$ cat src/mhld_pkg.sv
// ----------------------------------------------------------------------------
// mhld_pkg
// Shared types and constants for the magic header / length deframer.
// ----------------------------------------------------------------------------
package mhld_pkg;

  localparam int BYTE_W      = 8;
  localparam int LEN_W       = 16;
  localparam int MAGIC_DEPTH = 16;
  localparam int MAGIC_IDX_W = 4;
  localparam int QUEUE_DEPTH = 4;
  localparam int QUEUE_AW    = 2;
  localparam int QUEUE_CW    = 3;

  typedef enum logic [1:0] {
    PH_HEADER  = 2'd0,
    PH_LEN_HI  = 2'd1,
    PH_LEN_LO  = 2'd2,
    PH_PAYLOAD = 2'd3
  } phase_t;

  typedef struct packed {
    logic [BYTE_W-1:0] payload_byte;
    logic              frame_last;
    logic              frame_empty;
  } res_t;

  typedef struct packed {
    logic full;
    logic empty;
  } queue_stat_t;

  localparam logic [BYTE_W-1:0] MAGIC_TABLE [MAGIC_DEPTH] = '{
    8'hFF, 8'h00, 8'hEE, 8'h11, 8'hDD, 8'h22, 8'hCC, 8'h33,
    8'hBB, 8'h44, 8'hAA, 8'h55, 8'h99, 8'h66, 8'h00, 8'h00
  };

endpackage

$ cat src/mhld_front.sv
// ----------------------------------------------------------------------------
// mhld_front
// Frame parser: walks header, length and payload, pushes result items.
// ----------------------------------------------------------------------------
module mhld_front #(
  parameter int HEADER_BYTES = 14
) (
  input  logic                clk,
  input  logic                rst,
  input  logic                accept,
  input  logic [7:0]          byte_in,
  output logic                push,
  output mhld_pkg::res_t      push_res
);
  import mhld_pkg::*;

  localparam int HDR_CNT_W = (HEADER_BYTES > 1) ? $clog2(HEADER_BYTES) : 1;
  localparam logic [HDR_CNT_W-1:0] HDR_LAST = HDR_CNT_W'(HEADER_BYTES - 1);

  phase_t               phase, phase_next;
  logic [HDR_CNT_W-1:0] hdr_pos, hdr_pos_next;
  logic [LEN_W-1:0]     pay_pos, pay_pos_next;
  logic                 header_matched, header_matched_next;
  logic [BYTE_W-1:0]    length_high, length_high_next;
  logic [LEN_W-1:0]     payload_length, payload_length_next;

  logic [LEN_W-1:0]     len_word;
  logic                 pay_last;
  logic                 magic_hit;

  assign len_word  = {length_high, byte_in};
  assign pay_last  = ({1'b0, pay_pos} + (LEN_W+1)'(1)) >= {1'b0, payload_length};
  assign magic_hit = byte_in == MAGIC_TABLE[MAGIC_IDX_W'(hdr_pos)];

  always_comb begin
    phase_next          = phase;
    hdr_pos_next        = hdr_pos;
    pay_pos_next        = pay_pos;
    header_matched_next = header_matched;
    length_high_next    = length_high;
    payload_length_next = payload_length;
    if (accept) begin
      case (phase)
        PH_HEADER: begin
          if (!magic_hit) header_matched_next = 1'b0;
          if (hdr_pos == HDR_LAST) begin
            hdr_pos_next = '0;
            phase_next   = PH_LEN_HI;
          end else begin
            hdr_pos_next = hdr_pos + HDR_CNT_W'(1);
          end
        end
        PH_LEN_HI: begin
          length_high_next = byte_in;
          phase_next       = PH_LEN_LO;
        end
        PH_LEN_LO: begin
          payload_length_next = len_word;
          pay_pos_next        = '0;
          if (len_word == '0) begin
            phase_next          = PH_HEADER;
            hdr_pos_next        = '0;
            header_matched_next = 1'b1;
          end else begin
            phase_next = PH_PAYLOAD;
          end
        end
        PH_PAYLOAD: begin
          if (pay_last) begin
            phase_next          = PH_HEADER;
            hdr_pos_next        = '0;
            pay_pos_next        = '0;
            header_matched_next = 1'b1;
          end else begin
            pay_pos_next = pay_pos + LEN_W'(1);
          end
        end
        default: phase_next = PH_HEADER;
      endcase
    end
  end

  always_comb begin
    push                  = 1'b0;
    push_res.payload_byte = byte_in;
    push_res.frame_last   = pay_last;
    push_res.frame_empty  = 1'b0;
    case (phase)
      PH_LEN_LO: begin
        push                  = accept && header_matched && (len_word == '0);
        push_res.payload_byte = '0;
        push_res.frame_last   = 1'b1;
        push_res.frame_empty  = 1'b1;
      end
      PH_PAYLOAD: push = accept && header_matched;
      default:    push = 1'b0;
    endcase
  end

  always_ff @(posedge clk) begin
    if (rst) begin
      phase          <= PH_HEADER;
      hdr_pos        <= '0;
      pay_pos        <= '0;
      header_matched <= 1'b1;
      length_high    <= '0;
      payload_length <= '0;
    end else begin
      phase          <= phase_next;
      hdr_pos        <= hdr_pos_next;
      pay_pos        <= pay_pos_next;
      header_matched <= header_matched_next;
      length_high    <= length_high_next;
      payload_length <= payload_length_next;
    end
  end

endmodule

$ cat src/mhld_queue.sv
// ----------------------------------------------------------------------------
// mhld_queue
// Short result queue between parser and output stage.
// ----------------------------------------------------------------------------
module mhld_queue (
  input  logic                   clk,
  input  logic                   rst,
  input  logic                   push,
  input  mhld_pkg::res_t         push_res,
  input  logic                   pop,
  output mhld_pkg::res_t         head_res,
  output mhld_pkg::queue_stat_t  stat
);
  import mhld_pkg::*;

  res_t                slots [QUEUE_DEPTH];
  logic [QUEUE_AW-1:0] wr_ptr;
  logic [QUEUE_AW-1:0] rd_ptr;
  logic [QUEUE_CW-1:0] count;

  assign stat.full  = count == QUEUE_CW'(QUEUE_DEPTH);
  assign stat.empty = count == '0;
  assign head_res   = slots[rd_ptr];

  always_ff @(posedge clk) begin
    if (push) slots[wr_ptr] <= push_res;
  end

  always_ff @(posedge clk) begin
    if (rst) begin
      wr_ptr <= '0;
      rd_ptr <= '0;
      count  <= '0;
    end else begin
      if (push) wr_ptr <= wr_ptr + QUEUE_AW'(1);
      if (pop)  rd_ptr <= rd_ptr + QUEUE_AW'(1);
      case ({push, pop})
        2'b10:   count <= count + QUEUE_CW'(1);
        2'b01:   count <= count - QUEUE_CW'(1);
        default: count <= count;
      endcase
    end
  end

endmodule

$ cat src/mhld_back.sv
// ----------------------------------------------------------------------------
// mhld_back
// Output register: drains the queue onto the master stream.
// ----------------------------------------------------------------------------
module mhld_back (
  input  logic                   clk,
  input  logic                   rst,
  input  mhld_pkg::queue_stat_t  stat,
  input  mhld_pkg::res_t         head_res,
  output logic                   pop,
  output logic                   out_valid,
  input  logic                   out_ready,
  output mhld_pkg::res_t         out_res
);
  import mhld_pkg::*;

  assign pop = !stat.empty && (!out_valid || out_ready);

  always_ff @(posedge clk) begin
    if (rst) begin
      out_valid <= 1'b0;
    end else if (pop) begin
      out_valid <= 1'b1;
    end else if (out_ready) begin
      out_valid <= 1'b0;
    end
  end

  always_ff @(posedge clk) begin
    if (pop) out_res <= head_res;
  end

endmodule

$ cat src/magic_header_length_deframer_core.sv
// ----------------------------------------------------------------------------
// magic_header_length_deframer_core
// Magic header / 16-bit length deframer, one byte per clock while the result queue is not full.
// ----------------------------------------------------------------------------
//  channel   dir  payload
//  s_axis    in   tdata[7:0] = byte_in
//  m_axis    out  tdata[7:0] = payload_byte, tlast = frame_last,
//                 tuser = frame_empty
//
//  One byte per clock sustained; a result passes through a queue slot and then the output register.
//  Input stalls only when the four-entry result queue is full.
//  rst is synchronous; parser restarts at the header, queue and output empty.
//  m_axis stalls back up through the queue independently of the parser.
// ----------------------------------------------------------------------------
module magic_header_length_deframer_core #(
  parameter int HEADER_BYTES = 14
) (
  input  logic       clk,
  input  logic       rst,
  input  logic       s_axis_tvalid,
  output logic       s_axis_tready,
  input  logic [7:0] s_axis_tdata,   // [7:0] byte_in
  output logic       m_axis_tvalid,
  input  logic       m_axis_tready,
  output logic [7:0] m_axis_tdata,   // [7:0] payload_byte
  output logic       m_axis_tlast,
  output logic       m_axis_tuser    // [0] frame_empty
);
  import mhld_pkg::*;

  logic        accept;
  logic        push;
  logic        pop;
  res_t        push_res;
  res_t        head_res;
  res_t        out_res;
  queue_stat_t stat;

  assign s_axis_tready = !stat.full;
  assign accept        = s_axis_tvalid && s_axis_tready;

  mhld_front #(
    .HEADER_BYTES (HEADER_BYTES)
  ) u_front (
    .clk      (clk),
    .rst      (rst),
    .accept   (accept),
    .byte_in  (s_axis_tdata),
    .push     (push),
    .push_res (push_res)
  );

  mhld_queue u_queue (
    .clk      (clk),
    .rst      (rst),
    .push     (push),
    .push_res (push_res),
    .pop      (pop),
    .head_res (head_res),
    .stat     (stat)
  );

  mhld_back u_back (
    .clk       (clk),
    .rst       (rst),
    .stat      (stat),
    .head_res  (head_res),
    .pop       (pop),
    .out_valid (m_axis_tvalid),
    .out_ready (m_axis_tready),
    .out_res   (out_res)
  );

  assign m_axis_tdata = out_res.payload_byte;
  assign m_axis_tlast = out_res.frame_last;
  assign m_axis_tuser = out_res.frame_empty;

endmodule

$ cat config.mk
export PLATFORM = sky130hd
export DESIGN_NAME = magic_header_length_deframer_core
export DESIGN_NICKNAME = d
export VERILOG_FILES = /design/src/mhld_pkg.sv /design/src/mhld_front.sv /design/src/mhld_queue.sv /design/src/mhld_back.sv /design/src/magic_header_length_deframer_core.sv
export SDC_FILE = /design/constraint.sdc
export NUM_CORES = 1
export LEC_CHECK = 0
export BUFFER_PORTS_ARGS = -buffer_cell sky130_fd_sc_hd__buf_4
export CORE_AREA = 3 3 112 114
export CTS_BUF_LIST = sky130_fd_sc_hd__clkbuf_4 sky130_fd_sc_hd__clkbuf_8
export DETAILED_ROUTE_END_ITERATION = 10
export DIE_AREA = 0 0 115 117
export HOLD_SLACK_MARGIN = 0.15
export PLACE_DENSITY = 0.6
export SKIP_LAST_GASP = 1
export SLEW_MARGIN = 20
export SYNTH_ARGS = -nofsm -noshare
export SYNTH_HDL_FRONTEND = slang
export SYNTH_HIERARCHICAL = 1
export SYNTH_SLANG_ARGS = --single-unit
$ cat constraint.sdc
create_clock -name clk -period 2.8 [get_ports clk]
set_input_delay 0.42 -clock clk [delete_from_list [all_inputs] [get_ports clk]]
set_output_delay 0.42 -clock clk [all_outputs]
set_load 0.01 [all_outputs]
# Word level (Yosys, flattened, before mapping)
# Memories as Yosys holds them, arrays and structs flattened. A register that Yosys moved wholly into a read port is not among the register bits.
# Cells that the tools add are included.
[classes]
eq_ne = 12
muxes = 23
reduce_logical = 21
n_bitwise = 1
addsub = 7
order_cmp = 2
[ops]
columns = ["operator", "n"]
rows = [
  ["$pmux W16 S2", 1],
  ["$add A16 B1 Y17 const B", 1],
  ["$ge A17 B16 Y1", 1],
  ["$add A16 B1 Y16 const B", 1],
  ["$logic_not A16 Y1", 1],
  ["$mux W16", 1],
  ["$mux W8", 2],
  ["$mux W4", 3],
  ["$pmux W4 S3", 1],
  ["$mux W10", 1],
  ["$eq A8 B8 Y1", 1],
  ["$pmux W2 S4", 1],
  ["$mux W1", 7],
  ["$eq A2 B2 Y1 const B", 3],
  ["$mux W2", 3],
  ["$ne A2 B1 Y1 const B", 3],
  ["$pmux W3 S2", 1],
  ["$reduce_and A2 Y1", 3],
  ["$reduce_bool A2 Y1", 3],
  ["$ge A5 B5 Y1 const B", 1],
  ["$not A4 Y5", 1],
  ["$reduce_and A5 Y1", 1],
  ["$add A2 B1 Y2 const B", 2],
  ["$add A4 B1 Y4 const B", 1],
  ["16 further kinds", 22],
]
[word_totals]
out_inout_bits = 12
ff_bits = 55
mem_count = 2
elab_cells = 78
romBits = 128
ramBits = 40
input_bits = 12
[mem_list]
columns = ["name", "depth", "width", "rd", "rd_ports_with_merged_regs", "write_ports", "line_no", "rtl"]
rows = [
  ["(name not given)", 16, 8, 1, 0, 0, "mhld_front.sv:33", "assign magic_hit = byte_in == MAGIC_TABLE[MAGIC_IDX_W'(hdr_pos)];"],
  ["u_queue.slots", 4, 10, 1, 1, 1, "mhld_queue.sv:16", "res_t slots [QUEUE_DEPTH];"],
]

# Logic depth before layout (Yosys ltp)
[depth]
ltp_word = 8
depth_mapped = 14
ltp_nobuf = 12

# Cells and area by module
# Netlist, hierarchy kept.
[modules_own_cells]
columns = ["module", "seq_area_each_um2", "instances", "area_each_um2", "cells_each"]
rows = [
  ["mhld_front", 940.9, 1, 2939.1, 368],
  ["mhld_queue", 1381.3, 1, 1876.8, 99],
  ["mhld_back", 320.3, 1, 356.6, 14],
  ["magic_header_length_deframer_core", 0.0, 1, 10.0, 2],
]

# Worst setup path before layout
# Ideal clock, no wire load.
[synth_path]
path_type = "register to register"
start = "register u_front.pay_pos[2]"
end = "register u_front.header_matched"
arrival_time_ns = 2.702
setup_time_ns = 0.122
required_ns = 2.678
path_slack_ns = -0.024
n_path_buf = 1
path_stages_with_launch = 12
synth_period_minus_slack_ns = 2.824
path_cell_list = "dfxtp_1 buf_2 and3_1 and3_1 and3_1 xor2_1 ha_1 nand3_1 nor4_1 a21oi_1 a311o_1 a221o_1"
[synth_between]
elab_chain_cells = 4
[synth_lines]
columns = ["item", "line_no", "rtl"]
rows = [
  ["from (decl)", "mhld_front.sv:22", "logic [LEN_W-1:0] pay_pos, pay_pos_next;"],
  ["from (signal assigned)", "mhld_front.sv:111", "pay_pos <= pay_pos_next;"],
  ["$add A16 B1 Y17", "mhld_front.sv:32", "assign pay_last = ({1'b0, pay_pos} + (LEN_W+1)'(1)) >= {1'b0, payload_length};"],
  ["$ge A17 B16 Y1", "mhld_front.sv:32", ""],
  ["$ne A2 B1 Y1 (no line)", "n/a", ""],
  ["$reduce_and A5 Y1 (no line)", "n/a", ""],
  ["to (signal assigned)", "mhld_front.sv:112", "header_matched <= header_matched_next;"],
  ["to (decl)", "mhld_front.sv:23", "logic header_matched, header_matched_next;"],
]
# Every way passes these cells.
# A chain may end at the register's enable or synchronous reset.

# Worst setup path in the final report
[layout_path]
start = "register u_front.pay_pos[5]"
end = "register u_front.header_matched"
# Same word-level chain as after synthesis.

==> results.md <==
Drt:
- Once detail routing completed, the nets flagged for antenna violations numbered 0.
- Summed over all layers, the routed wires come to 11,000 um.
- The via density per instance is around 5.4.
- The number of remaining DRC errors is 0.
- The number of search-and-repair iterations in the first detailed-routing pass is 4.
- The total via count in the routed design is 3,694.
- The number of DRC markers after the initial detailed-route iteration is around 270.
- In the final routed layout, each cell accounts on average for 16.2 um.

Worst setup path:
- The type of element capturing the critical path is a flip-flop.
- The startpoint identified for the worst register-to-register timing path is u_front/pay_pos[5]$_SDFFE_PP0P_.
- Together, buffers and inverters on the worst path number 1.
- Tracing the worst setup path back leads to its startpoint at u_front/pay_pos[5]$_SDFFE_PP0P_.
- The critical path runs through a total of 12 cells.
- STA classifies the critical path startpoint as a flip-flop.
- Traced cell by cell, the critical path runs through and4_4, nand4_4, nor2_4, xor2_2, ha_1, a21o_1, a21oi_1, o31ai_2, a21oi_2, buf_4, o211ai_1, a221o_1.
- The worst setup path is of the flip-flop to flip-flop kind.
- Of all nets on the critical path, the largest fanout is 6.
- In this run the worst setup path terminates at u_front/header_matched$_SDFFE_PP1P_.
- The number of cell instances on the worst register-to-register path is 12.
- The largest individual stage delay along the critical path comes from the cell a221o_1.
- The worst register-to-register path has a setup slack of 0.10 ns.
- The required time of the worst setup path is 3.08 ns.
- The largest single stage delay on the critical path is approximately 0.36 ns.
- In this run the critical register-to-register path is captured at u_front/header_matched$_SDFFE_PP1P_.
- For the worst setup path, the data arrival time is 2.98 ns.
- The critical path's top delay family is compound AO/OA/AOI/OAI gates.

Placed design:
- The final weighted congestion in routability-driven placement is 0.826.
- The HPWL after detailed placement is approximately 7700 um.
- The total placed cells including tap cells is 657.
- At the placement stage, the worst setup path has a slack of -0.0131 ns.
- The number of buffers inserted by port buffering is 23.

Timing:
- Setup violations remaining at the end of the flow were counted as 0.
- The final critical path time including I/O delays and setup is approximately 2.7 ns.
- The headroom to the max-slew limit is 52.4%.
- The number of pins with negative max-slew slack in the final report is 0.
- At the pin with the least slew margin, the transition time is slightly above 0.7 ns.
- The final setup TNS is 0 ns.
- The period utilization is 96.3%.
- On the final layout, the worst clock skew is 0.0110 ns.
- The setup slack after layout is 0.102 ns.
- For this run, the top clock speed supported by timing is 0.371 GHz.
- The number of endpoints with negative hold slack in the final report was 0.

Status:
- The run finished with clean final reports.

Yosys:
- The largest total area in the synthesized netlist belongs to edfxtp_1.
- The instance count of the mapped netlist is around 480.
- The portion of the post-synthesis area used by sequential elements is 51.0%.
- The dominant register cell in the synthesized netlist is dfxtp_1.
- Averaged over all synthesized cells, the footprint is 10.7 um^2.
- Yosys attributes the largest share of cell area to edfxtp_1 (29%), dfxtp_1 (22%), ha_1 (6.3%), mux4_2 (4.3%), mux2i_1 (4.2%).
- The Yosys warning count is 6.
- In this run, synthesis produced a sequential element count of 107.
- The synthesized netlist contains 51 unique library cells.
- The number of enable-type register cells in the synthesized netlist is 50.
- The number of nets in the synthesized netlist is between 500 and 600.
- After synthesis, the share of flip-flops with an asynchronous set or reset is 0%.
- The portion of synthesized cell area occupied by the leading cell type is 29.0%.
- The netlist area before placement is 5180 um^2.
- Sorting the synthesized cells by how often they occur yields dfxtp_1 (57), nand2_1 (56), edfxtp_1 (50), a21oi_1 (35), nor2_1 (32).
- Among all cell types in the netlist, the one instantiated most often is dfxtp_1.

Run:
- The max-cap check violation count is 0.

Power:
- The peak supply drop is 0.000292 V.
- Net switching is 28.0% of the power.
- The switching power of the nets is 0.993 mW.
- Overall power consumption after layout is estimated at 3.54 mW.
- Internal power comes to 2.55 mW.
- The proportion of power drawn by flip-flops and latches is 53.0%.
- The power share of the clock group is approximately 28%.
- The total power density per cell area is around 600 nW/um^2.
- The static leakage power is 2.34 nW.
- The part of the total power dissipated in combinational logic is 18.7%.

Clocking:
- The hold buffer count at cts is 0.
- The TritonCTS clock tree is built.
- The post-CTS clock slew at the launch and capture registers of the worst setup and hold paths is 0.11 ns.
- The clock drives 107 sinks.
- The number of buffers on the longest clock path is 2.
- The buffer cell driving the clock tree root is clkbuf_8.
- The clock latency reported for the late side of the worst-skew pair is between 0.3 and 0.4 ns.
- The H-tree was split into 3 levels.
- The total CTS buffers is 9.

Floorplanning:
- The top-level I/O count is 24.
- The effective utilization at floorplan is 45.0%.
- The core box area is 11,500 um^2.
- The initialized floorplan defines 39 standard-cell rows.
- The die height is 117 um.
- The width of the die is 115 um.
- The die footprint is around 13,000 um^2.

Cells and area:
- For this run, the number of standard cells in the final layout without fillers is 678.
- The number of nets in the final layout is 569.
- The number of antenna diodes in the final layout is 0.
- The share of final-layout standard cells stronger than drive strength 1 is 22.6%.
- The relative area change from synthesis to final layout is 16.6%.

Global route:
- The via count of the first global-routing pass came to around 3,700.
- The pin count of the biggest net entering global routing is ~50.
- Global routing finished with a remaining overflow of 0.
- Across every metal layer, demand over resource in global routing totals roughly 18%.
- The number of antenna violations at the first check in global routing is 0.
- The first global-routing pass estimated 18,200 um of wire.

Worst hold path:
- The worst hold path belongs to the class input pin to flip-flop.
- The startpoint of the most critical hold path is m_axis_tready.
- The number of instances on the worst hold path is 3.
[cells in the final DEF (no fill, tap or decap), drive strengths merged, types with 2 or more instances in the layout]
cell,netlist,final
nand2,56,56
nor2b,4,4
a41oi,4,4
nor3b,2,2
and2,17,17
a21oi,36,36
o21ai,8,8
nand3,13,13
nor2,32,32
nand2b,8,8
buf,7,61
edfxtp,50,50
nand4b,2,2
and3,9,9
a22o,8,8
o211ai,3,3
ha,26,26
nor3,6,6
mux4,10,10
clkbuf,18,9
nor4b,4,4
a311oi,2,2
inv,30,35
xnor2,10,10
mux2i,22,22
and4,2,2
nor4,7,7
dfxtp,57,57
nand4,8,8
xor2,9,9
[worst reg2reg max path, cell delays in order (launching register included)]
cell	delay, ns
dfxtp_2	0.34
and4_4	0.25
nand4_4	0.15
nor2_4	0.16
xor2_2	0.20
ha_1	0.29
a21o_1	0.18
a21oi_1	0.16
o31ai_2	0.09
a21oi_2	0.14
buf_4	0.17
o211ai_1	0.10
a221o_1	0.36
[layer usage]
| metal | track usage, % | routed length, um | up-vias | part of all wire (%) |
|---|---|---|---|---|
| li1 | - | - | 1811 | - |
| met1 | 22.5 | 5010 | 1799 | 46 |
| met2 | 29.2 | 5390 | 70 | 49 |
| met3 | 3.86 | 388 | 14 | 3.5 |
| met4 | 6.96 | 214 | 0 | 1.9 |
| met5 | 0 | 0 | - | 0 |
[cell type report]
cell class              instances  area [um^2]
fillers                      1062         5470
flip-flops and latches        107         2650
multi-input cells             321         2430
repair buffers                 61          463
well taps                     143          179
clock buffers                   9          124
inverters                      30          113
clock inverters                 7         87.6
[worst min-delay path by stage]
stage | slack, ns | endpoint
2_1_floorplan | 0.44 | u_front/payload_length[10]$_SDFFE_PP0P_
3_3_place_gp | 0.45 | u_front/payload_length[7]$_SDFFE_PP0P_
3_5_place_dp | 0.45 | u_front/payload_length[7]$_SDFFE_PP0P_
4_1_cts | 0.28 | u_back/out_valid$_SDFFE_PP0P_
5_1_grt | 0.29 | u_back/out_valid$_SDFFE_PP0P_
6_report | 0.30 | u_back/out_valid$_SDFFE_PP0P_
[what timing repair did]
item	4_1_cts	5_1_grt
gates resized for setup	0	32
setup buffers	0	4
setup endpoints to repair	0	27
[flip-flops by register name, indices dropped and copies added, names as in the netlist, named ones only]
| register | flops |
|---|---|
| u_queue/slots | 40 |
| u_front/pay_pos | 16 |
| u_front/payload_length | 16 |
| u_back/out_res | 10 |
| u_front/length_high | 8 |
| u_front/hdr_pos | 4 |
| u_queue/count | 3 |
| u_front/phase | 2 |
| u_queue/rd_ptr | 2 |
| u_queue/wr_ptr | 2 |
| u_back/out_valid | 1 |
| u_front/header_matched | 1 |
[metrics by stage]
step	util, %	hold slack, ns	cell area [um^2]
final	52.5	0.304	6040
after global routing	52.5	0.287	6040
after CTS	51.1	0.284	5880
after detailed placement	49.3	0.447	5670
after global placement	49.3	0.445	5670
after floorplan	-	0.436	5190
[power groups by stage]
stage                     Clock, mW  Sequential [mW]  Combinational [mW]
after floorplan                   0             1.91               0.412
after global placement            0             1.91               0.655
after detailed placement          0             1.91               0.668
after CTS                      1.04             1.88               0.670
after global routing           1.11             1.89               0.738
final                          1.01             1.88               0.661
[kinds of logic (layout without fill, tap and decap cells)]
family	Yosys count	count (layout)	synth area share, %
buffers and inverters	55	107	4.47
multiplexers	32	32	8.59
AO/OA/AOI/OAI	72	72	9.08
flip-flops	107	107	51.0
AND/OR/NAND/NOR	171	171	17.0
adder cells (fa/ha/maj)	27	27	6.66
XOR/XNOR	19	19	3.21
Note: power is estimated with default switching activity, not from simulation.
